File: src/rtl/core/dqs_pkg.sv
// Shared constants and types for the searchable double-ended queue.
// Used by dqs_cell, the top level and the port checker.
`timescale 1ns / 1ps
package dqs_pkg;

  localparam int DEPTH   = 16;
  localparam int CNT_W   = $clog2(DEPTH + 1);
  localparam int IDX_W   = $clog2(DEPTH);
  localparam int WORD_W  = 32;
  localparam int MODE_W  = 2;
  localparam int FILL_W  = 5;
  localparam int FPOS_W  = 4;
  localparam int IN_TDATA_W  = 32;
  localparam int OUT_TDATA_W = 48;

  localparam logic [MODE_W-1:0] MODE_PUSH_BACK = 2'd0;
  localparam logic [MODE_W-1:0] MODE_POP_FRONT = 2'd1;
  localparam logic [MODE_W-1:0] MODE_POP_BACK  = 2'd2;
  localparam logic [MODE_W-1:0] MODE_SEARCH    = 2'd3;

  // bit positions in out_tdata
  localparam int OUT_FILL_LSB  = 32;
  localparam int OUT_FOUND_BIT = 37;
  localparam int OUT_FPOS_LSB  = 38;
  localparam int OUT_EMPTY_BIT = 42;
  localparam int OUT_DROP_BIT  = 43;

  typedef struct packed {
    logic load;
    logic shift;
    logic cmp_en;
    logic live;
  } dqs_cell_ctl_t;

endpackage

File: src/rtl/core/double_ended_queue_with_search_top.sv
// Top level of the searchable double-ended queue: a chain of dqs_cell storage
// cells with fill counter, a result staging register and the output register.
// Depends on dqs_pkg and dqs_cell.
//
//   channel | ports          | word contents (lowest bit first)
//   --------+----------------+----------------------------------------------------
//   input   | in_t*          | tuser: mode[1:0]; tdata: value[31:0]
//   result  | out_t*         | tdata: read_value[31:0], fill_after[36:32], found[37],
//           |                |        found_position[41:38], empty_error[42],
//           |                |        full_drop[43], zero[47:44]
//
// One word per cycle sustained while results are taken. Acceptance updates the cell
// chain, latches every cell's compare and loads the staging register; advance then
// priority-encodes the first match and loads the output register.
// Reset clears the fill count and the valid flags; cell contents stay undefined.
// A stalled result holds the output; input stalls once the staging register is also full.
`timescale 1ns / 1ps
module double_ended_queue_with_search_top import dqs_pkg::*; (
  input  logic                   clk,
  input  logic                   rst_n,
  input  logic                   in_tvalid,
  output logic                   in_tready,
  input  logic [IN_TDATA_W-1:0]  in_tdata,   // value[31:0]
  input  logic [MODE_W-1:0]      in_tuser,   // mode[1:0]
  output logic                   out_tvalid,
  input  logic                   out_tready,
  output logic [OUT_TDATA_W-1:0] out_tdata   // read_value, fill_after, found,
                                             // found_position, empty_error, full_drop
);

  logic [CNT_W-1:0]  fill_r, fill_nxt;
  logic              pend_r, pend_nxt;
  logic [MODE_W-1:0] pend_mode_r;
  logic [WORD_W-1:0] pend_read_r;
  logic [CNT_W-1:0]  pend_fill_r;
  logic              pend_empty_r, pend_drop_r;
  logic              out_valid_r, out_valid_nxt;
  logic [OUT_TDATA_W-1:0] out_data_r;

  logic [WORD_W-1:0] cell_word  [DEPTH];
  logic [DEPTH-1:0]  cell_match;
  dqs_cell_ctl_t     cell_ctl   [DEPTH];

  logic              accept, out_free, advance;
  logic              is_push, is_pop_f, is_pop_b;
  logic              empty, full;
  logic [IDX_W-1:0]  back_idx;
  logic [WORD_W-1:0] pop_word;
  logic [IDX_W-1:0]  hit_idx;
  logic              hit_any;
  logic [WORD_W-1:0] value;

  assign value    = in_tdata[WORD_W-1:0];
  assign out_free = !out_valid_r || out_tready;
  assign advance  = pend_r && out_free;
  assign in_tready = !pend_r || out_free;
  assign accept   = in_tvalid && in_tready;

  assign is_push  = in_tuser == MODE_PUSH_BACK;
  assign is_pop_f = in_tuser == MODE_POP_FRONT;
  assign is_pop_b = in_tuser == MODE_POP_BACK;
  assign empty    = fill_r == '0;
  assign full     = fill_r == CNT_W'(DEPTH);
  assign back_idx = IDX_W'(fill_r - CNT_W'(1));

  genvar g;
  generate
    for (g = 0; g < DEPTH; g++) begin : g_cell
      logic [WORD_W-1:0] nbr;
      if (g == DEPTH - 1) begin : g_last
        assign nbr = '0;
      end else begin : g_mid
        assign nbr = cell_word[g+1];
      end

      assign cell_ctl[g].load   = accept && is_push && !full &&
                                  (fill_r[IDX_W-1:0] == IDX_W'(g));
      assign cell_ctl[g].shift  = accept && is_pop_f && !empty;
      assign cell_ctl[g].cmp_en = accept;
      assign cell_ctl[g].live   = fill_r > CNT_W'(g);

      dqs_cell u_cell (
        .clk       (clk),
        .ctl       (cell_ctl[g]),
        .push_word (value),
        .next_word (nbr),
        .key       (value),
        .word      (cell_word[g]),
        .match     (cell_match[g])
      );
    end
  endgenerate

  always_comb begin
    fill_nxt = fill_r;
    pop_word = '0;
    if (accept) begin
      if (is_push && !full) begin
        fill_nxt = fill_r + CNT_W'(1);
      end else if ((is_pop_f || is_pop_b) && !empty) begin
        fill_nxt = fill_r - CNT_W'(1);
        pop_word = is_pop_f ? cell_word[0] : cell_word[back_idx];
      end
    end
  end

  always_comb begin
    pend_nxt = pend_r;
    if (accept) begin
      pend_nxt = 1'b1;
    end else if (advance) begin
      pend_nxt = 1'b0;
    end
  end

  always_comb begin
    hit_idx = '0;
    for (int i = DEPTH - 1; i >= 0; i--) begin
      if (cell_match[i]) begin
        hit_idx = IDX_W'(i);
      end
    end
    hit_any = (|cell_match) && (pend_mode_r == MODE_SEARCH);
  end

  always_comb begin
    out_valid_nxt = out_valid_r;
    if (advance) begin
      out_valid_nxt = 1'b1;
    end else if (out_tready) begin
      out_valid_nxt = 1'b0;
    end
  end

  always_ff @(posedge clk) begin
    if (!rst_n) begin
      fill_r      <= '0;
      pend_r      <= 1'b0;
      out_valid_r <= 1'b0;
    end else begin
      fill_r      <= fill_nxt;
      pend_r      <= pend_nxt;
      out_valid_r <= out_valid_nxt;
    end
  end

  always_ff @(posedge clk) begin
    if (accept) begin
      pend_mode_r  <= in_tuser;
      pend_read_r  <= pop_word;
      pend_fill_r  <= fill_nxt;
      pend_empty_r <= (is_pop_f || is_pop_b) && empty;
      pend_drop_r  <= is_push && full;
    end
    if (advance) begin
      out_data_r <= {4'b0,
                     pend_drop_r,
                     pend_empty_r,
                     hit_any ? FPOS_W'(hit_idx) : FPOS_W'(0),
                     hit_any,
                     FILL_W'(pend_fill_r),
                     pend_read_r};
    end
  end

  assign out_tvalid = out_valid_r;
  assign out_tdata  = out_data_r;

endmodule

File: src/rtl/core/dqs_cell.sv
// One storage cell of the queue chain: holds one word, takes its neighbor's word
// on a front pop, loads a pushed word and flags a match against the search key.
// Depends on dqs_pkg.
`timescale 1ns / 1ps
module dqs_cell import dqs_pkg::*; (
  input  logic              clk,
  input  dqs_cell_ctl_t     ctl,
  input  logic [WORD_W-1:0] push_word,
  input  logic [WORD_W-1:0] next_word,
  input  logic [WORD_W-1:0] key,
  output logic [WORD_W-1:0] word,
  output logic              match
);

  logic [WORD_W-1:0] word_r, word_nxt;
  logic              match_r, match_nxt;

  always_comb begin
    word_nxt = word_r;
    if (ctl.load) begin
      word_nxt = push_word;
    end else if (ctl.shift) begin
      word_nxt = next_word;
    end
  end

  always_comb begin
    match_nxt = match_r;
    if (ctl.cmp_en) begin
      match_nxt = ctl.live && (word_r == key);
    end
  end

  always_ff @(posedge clk) begin
    word_r  <= word_nxt;
    match_r <= match_nxt;
  end

  assign word  = word_r;
  assign match = match_r;

endmodule

File: config.mk
export PLATFORM = sky130hd
export DESIGN_NAME = double_ended_queue_with_search_top
export DESIGN_NICKNAME = d
export VERILOG_FILES = /design/src/rtl/core/dqs_pkg.sv /design/src/rtl/core/double_ended_queue_with_search_top.sv /design/src/rtl/core/dqs_cell.sv
export SDC_FILE = /design/constraint.sdc
export NUM_CORES = 2
export LEC_CHECK = 0
export BUFFER_PORTS_ARGS = -buffer_cell sky130_fd_sc_hd__buf_2
export CAP_MARGIN = 5
export CORE_UTILIZATION = 41
export CTS_BUF_LIST = sky130_fd_sc_hd__clkbuf_16
export DETAILED_ROUTE_END_ITERATION = 8
export GPL_ROUTABILITY_DRIVEN = 0
export HOLD_SLACK_MARGIN = 0.05
export PLACE_DENSITY = 0.54
export SKIP_CTS_REPAIR_TIMING = 1
export SYNTH_ARGS = -nofsm -noshare
export SYNTH_HDL_FRONTEND = slang
export SYNTH_SLANG_ARGS = --single-unit
File: constraint.sdc
create_clock -name clk -period 12.52 [get_ports clk]
set_input_delay 2.504 -clock clk [delete_from_list [all_inputs] [get_ports clk]]
set_output_delay 2.504 -clock clk [all_outputs]
set_load 0.05 [all_outputs]
; Word-level counts from Yosys, hierarchy flattened
; Cells that the tools add are included.
[word_totals]
ff_bits = 620
inputBits = 38
output_inout_bits = 50
[op_classes]
n_addsub = 2
n_lt_le_gt_ge = 17
n_eq_ne = 35
muxes = 58
bitwise = 3
n_reduce_logical = 77
[ops]
columns = cell, count
row1 = two-way mux 32 bit, 35
row2 = == test 32 bit, 16
row3 = binary-select mux 32 bit (select 4 bit), 1
row4 = logical AND 1 bit, 43
row5 = greater-than comparator 5 x 4 -> 1 bit (second input constant), 8
row6 = nonzero test 2 bit, 18
row7 = == test 4 bit (second input constant), 8
row8 = two-way mux 4 bit, 8
row9 = greater-than comparator 5 x 3 -> 1 bit (second input constant), 4
row10 = == test 4 x 3 -> 1 bit (second input constant), 4
row11 = OR reduction 16 bit, 1
row12 = two-way mux 5 bit, 3
row13 = two-way mux 3 bit, 4
row14 = greater-than comparator 5 x 1 -> 1 bit (second input constant), 2
row15 = greater-than comparator 5 x 2 -> 1 bit (second input constant), 2
row16 = OR reduction 9 bit, 1
row17 = == test 4 x 2 -> 1 bit (second input constant), 2
row18 = adder 5 x 1 -> 5 bit (second input constant), 1
row19 = == test 5 bit (second input constant), 1
row20 = greater-or-equal comparator 5 bit (second input constant), 1
row21 = logical NOT 5 bit, 1
row22 = two-way mux 1 bit, 5
row23 = inverter 4 -> 5 bit, 1
row24 = OR reduction 5 bit, 1
row25 = other kinds (12), 21

; Longest topological paths before layout
[depth]
ltp_word = 15
ltp_mapped = 15

; By module
; From an unflattened synthesis, not the netlist that was laid out.
[unflattened]
hier_cells = 2482
hier_area_um2 = 35780.6
[by_module_without_submodules]
columns = mod, instances, cells_each, area_per_inst_um2
row1 = dqs_cell, 16, 114, 1732.9
row2 = double_ended_queue_with_search_top, 1, 658, 8054.0

; Worst setup path after synthesis
; No wires, ideal clock.
[synth_timing]
kind = in2reg
startpoint = input port out_tready
endpoint = register g_cell[0].u_cell.word_r[0], enable pin
arrival_ps = 6021
slack_ps = 6105
path_stages = 7
path_buffers = 2
path_cell_list = nand3b_1 nand2_1 inv_1 and3_1 clkbuf_1 buf_2 nand2b_1
[synth_between]
elab_chain_len = 7
[synth_rtl]
columns = item, line_no
row1 = "start, declared", double_ended_queue_with_search_top.sv:26  ; input logic out_tready,
row2 = logical OR 1 bit (*), double_ended_queue_with_search_top.sv:54  ; assign out_free = !out_valid_r || out_tready;
row3 = logical OR 1 bit (*), double_ended_queue_with_search_top.sv:56  ; assign in_tready = !pend_r || out_free;
row4 = logical AND 1 bit (*), double_ended_queue_with_search_top.sv:57  ; assign accept = in_tvalid && in_tready;
row5 = net accept, double_ended_queue_with_search_top.sv:44  ; logic accept, out_free, advance;
row6 = logical AND 1 bit (3 in a row), double_ended_queue_with_search_top.sv:76  ; assign cell_ctl[g].load = accept && is_push && !full &&
row7 = nonzero test 2 bit (no source line) (*), -
row8 = "end signal, assigned", dqs_cell.sv:35  ; word_r <= word_nxt;
row9 = "end, declared", dqs_cell.sv:15  ; logic [WORD_W-1:0] word_r, word_nxt;
; Mark *: on every way through the listed nets, which the timed path passes. The rest lies on a longest branch.
; A chain may end at the register's enable or synchronous reset.

; Final worst setup path
[layout_timing]
startpoint = input port out_tready
endpoint = output port in_tready
[layout_between]
elab_chain_len = 2
[layout_rtl]
columns = item, line_no
row1 = logical OR 1 bit, double_ended_queue_with_search_top.sv:54
row2 = logical OR 1 bit, double_ended_queue_with_search_top.sv:56
row3 = "end, declared", double_ended_queue_with_search_top.sv:22  ; output logic in_tready,
; Every way passes these cells.

==> flow_summary.yaml <==
route:
  wl_met3_mm: 11.2
  routed-via-count: 23420
  detailed_route_drc_error_count: 0
  wirelength_met1_mm: 52.8
  detail_route.first_pass.iterations: 5
  routed-wl-met2_mm: 62.0
  detail_route.iter0.violations: 2959
  vias_per_cell: 6.18
  wl_mm: 132
  route.top_layer_used: "met4"
  final_antenna_net_count: 0
  wl_per_cell_um: 34.9
global_route:
  grt_pass1_vias: 23241
  grt_pass1_wl_mm: 184
  globalRouteTotalUtil: 0.294
  global_route.overflow_total: 0
  maximum_number_of_pins_on_one_net_before_global_route_repair: 66
  initial_antenna_violation_count: 5
sta:
  relSlewSlack: 0.268
  layout_worst_path_cycle_share: 0.443
  achievable-frequency_mhz: 180
  finalSetupViolations: 0
  skew_ns: 0.0324
  rsz0062_at_grt: "false"
  fin_setup_tns_ns: 0
  max_slew.worst_pin.slew_ns: 1.10
  finalWorstSetupSlack_ns: 6.97
  timing_max_transition_violations_final: 0
  finalWorstPathRequiredPeriod_ns: 5.55
  hold_viol_final: 0
final_layout:
  finalInstanceArea_um2: 39600
  layout_commonest_cell: "sky130_fd_sc_hd__edfxtp_1"
  finalNetCount: 2623
  flow.area_growth_from_synthesis_pct: 10.3
  area.sequential_um2: 18600
  nFillCells: 7786
  drive_above_1_share: 0.346
  cell_count_final_fillers_out: 3789
  multi_input_area_um2: 16300
  final_cell_mix: "sky130_fd_sc_hd__edfxtp_1, sky130_fd_sc_hd__mux2_2, sky130_fd_sc_hd__xor2_1, sky130_fd_sc_hd__xnor2_1, sky130_fd_sc_hd__nand2_1"
synthesis:
  synth_warnings: 0
  synthArstFlopShare: 0
  syn_area_um2: 36000
  ys_seq_elements: 620
  synth_flop_cell: "sky130_fd_sc_hd__edfxtp_1"
  syn-instance-count: 2587
  syn_avg_cell_area_um2: 13.9
  synth.lib_cells_used.distinct: 54
  portion_of_the_post_synthesis_area_used_by_sequential_elements: 0.516
  synth_enable_flop_cells: 613
clocking:
  clock_sinks: 620
  cts_inserted_buffers: 75
  clock_tree.root_cell: "sky130_fd_sc_hd__clkbuf_16"
  cts_tree: "yes"
  clkLatencyLatePin_ns: 0.64
  cts_buffer_depth: 3
  cts.htree.levels: 3
  cts.clk_slew.worst_paths_ns: 0.06
pwr:
  p_clk_frac: 0.370
  totalPowerFinal_mw: 5.73
  pwr-share-comb: 0.191
  vdd_ir_drop_max_uv: 93.3
  p_seq_frac: 0.440
  static-leakage-power_nw: 13.6
  power.density_cell_area_nw_per_um2: 145
  p_sw_mw: 1.74
  p_int_mw: 3.99
  p_sw_frac: 0.303
setup_path:
  setup_crit_end_kind: "output pin"
  timing_worst_setup_path_type: "in2out"
  cp_data_required_time_ns: 10.02
  timing.critical_path.fanout_max: 3
  worst_setup_path_start_kind: "input port"
  endpoint_arrival_time_on_the_critical_path_ns: 3.05
die:
  floorplan.initialDensity: 0.414
  dieWidth_um: 298
  height_of_the_die_um: 298
  floorplan.die_area_um2: 88900
  io-pin-count: 88
  core_area_um2: 86800
  num_rows: 108
place:
  dpl-instance-area_um2: 37300
  detailedPlacementHpwl_mm: 94.3
  dp_worst_setup_slack_ns: 6.36
  dp_cells: 3653
  portBuffers: 83
run:
  drv.max_cap_violation_count: 0
status:
  run_status: "complete, no violations"
hold_path:
  min-delay-path-class: "reg2reg"
flip-flops by register name, summed over array words and instances (netlist names):
register / flops
pend_empty_r: 1
pend_read_r: 32
out_tdata: 44
pend_r: 1
pend_mode_r: 2
g_cell.u_cell.match: 16
g_cell.u_cell.word: 512
out_tvalid: 1
pend_drop_r: 1
fill_r: 5
pend_fill_r: 5
area by class of cell:
cell class,instances,area share
diodes,2,0.000126
clock buffers,75,0.0473
clock inverters,57,0.0111
inverters,12,0.00114
multi-input cells,1707,0.410
flip-flops and latches,620,0.468
well taps,1155,0.0364
repair buffers,161,0.0257
cell usage after synthesis (33+ instances only):
master,count,area share
sky130_fd_sc_hd__buf_2,36,0.0050
sky130_fd_sc_hd__xor2_1,340,0.083
sky130_fd_sc_hd__edfxtp_1,613,0.51
sky130_fd_sc_hd__and3_1,41,0.0071
sky130_fd_sc_hd__mux4_2,128,0.080
sky130_fd_sc_hd__mux2_2,480,0.15
sky130_fd_sc_hd__buf_4,41,0.0086
sky130_fd_sc_hd__buf_1,33,0.0034
sky130_fd_sc_hd__xnor2_1,176,0.043
sky130_fd_sc_hd__nor4_1,95,0.017
sky130_fd_sc_hd__a21oi_1,41,0.0057
sky130_fd_sc_hd__clkbuf_1,136,0.014
sky130_fd_sc_hd__nand4_1,61,0.011
sky130_fd_sc_hd__nand2_1,163,0.017
per-layer routing:
metal,vias to the layer above,track usage
li1,9728,-
met1,12269,0.386
met2,1206,0.471
met3,217,0.0609
met4,0,0.127
met5,-,0
logic make-up (layout without fill, tap and decap cells):
family	after synthesis	count (layout)	synth area share
flops	620	620	0.516
mux	611	611	0.231
xor+xnor	516	516	0.126
simple gates	436	436	0.0633
buf+inv	263	305	0.0340
compound gates	132	132	0.0269
fa+ha+maj	8	8	0.00278
other cells	1	6	0.000104
power groups by stage:
stage | clock network, mW | registers, mW | logic (mW)
2_1_floorplan | 0 | 2.53 | 0.671
3_3_place_gp | 0 | 2.56 | 1.08
3_5_place_dp | 0 | 2.56 | 1.08
4_1_cts | 2.15 | 2.52 | 1.09
5_1_grt | 2.22 | 2.53 | 1.13
6_report | 2.12 | 2.52 | 1.09
metrics by stage:
step                hold WS, ns  utilization
floorplan                 0.400            -
global placement          0.401        0.430
detailed placement        0.405        0.430
CTS                       0.414        0.457
global route              0.422        0.457
finish                    0.405        0.457
final timing paths:
check / start / end / slack (ns) / cells after the start
min: pend_read_r[31] / out_tdata[31] / 0.41 / 0
min reg2reg: pend_read_r[31] / out_tdata[31] / 0.41 / 0
max: out_tready / in_tready / 6.97 / 3
max reg2reg: fill_r[1] / pend_read_r[15] / 8.66 / 7
critical path: stages:
cell and delay [ns]:
sky130_fd_sc_hd__buf_2 0.11, sky130_fd_sc_hd__nand3b_1 0.19, sky130_fd_sc_hd__buf_2 0.24
(Power assumes the default switching activity.)
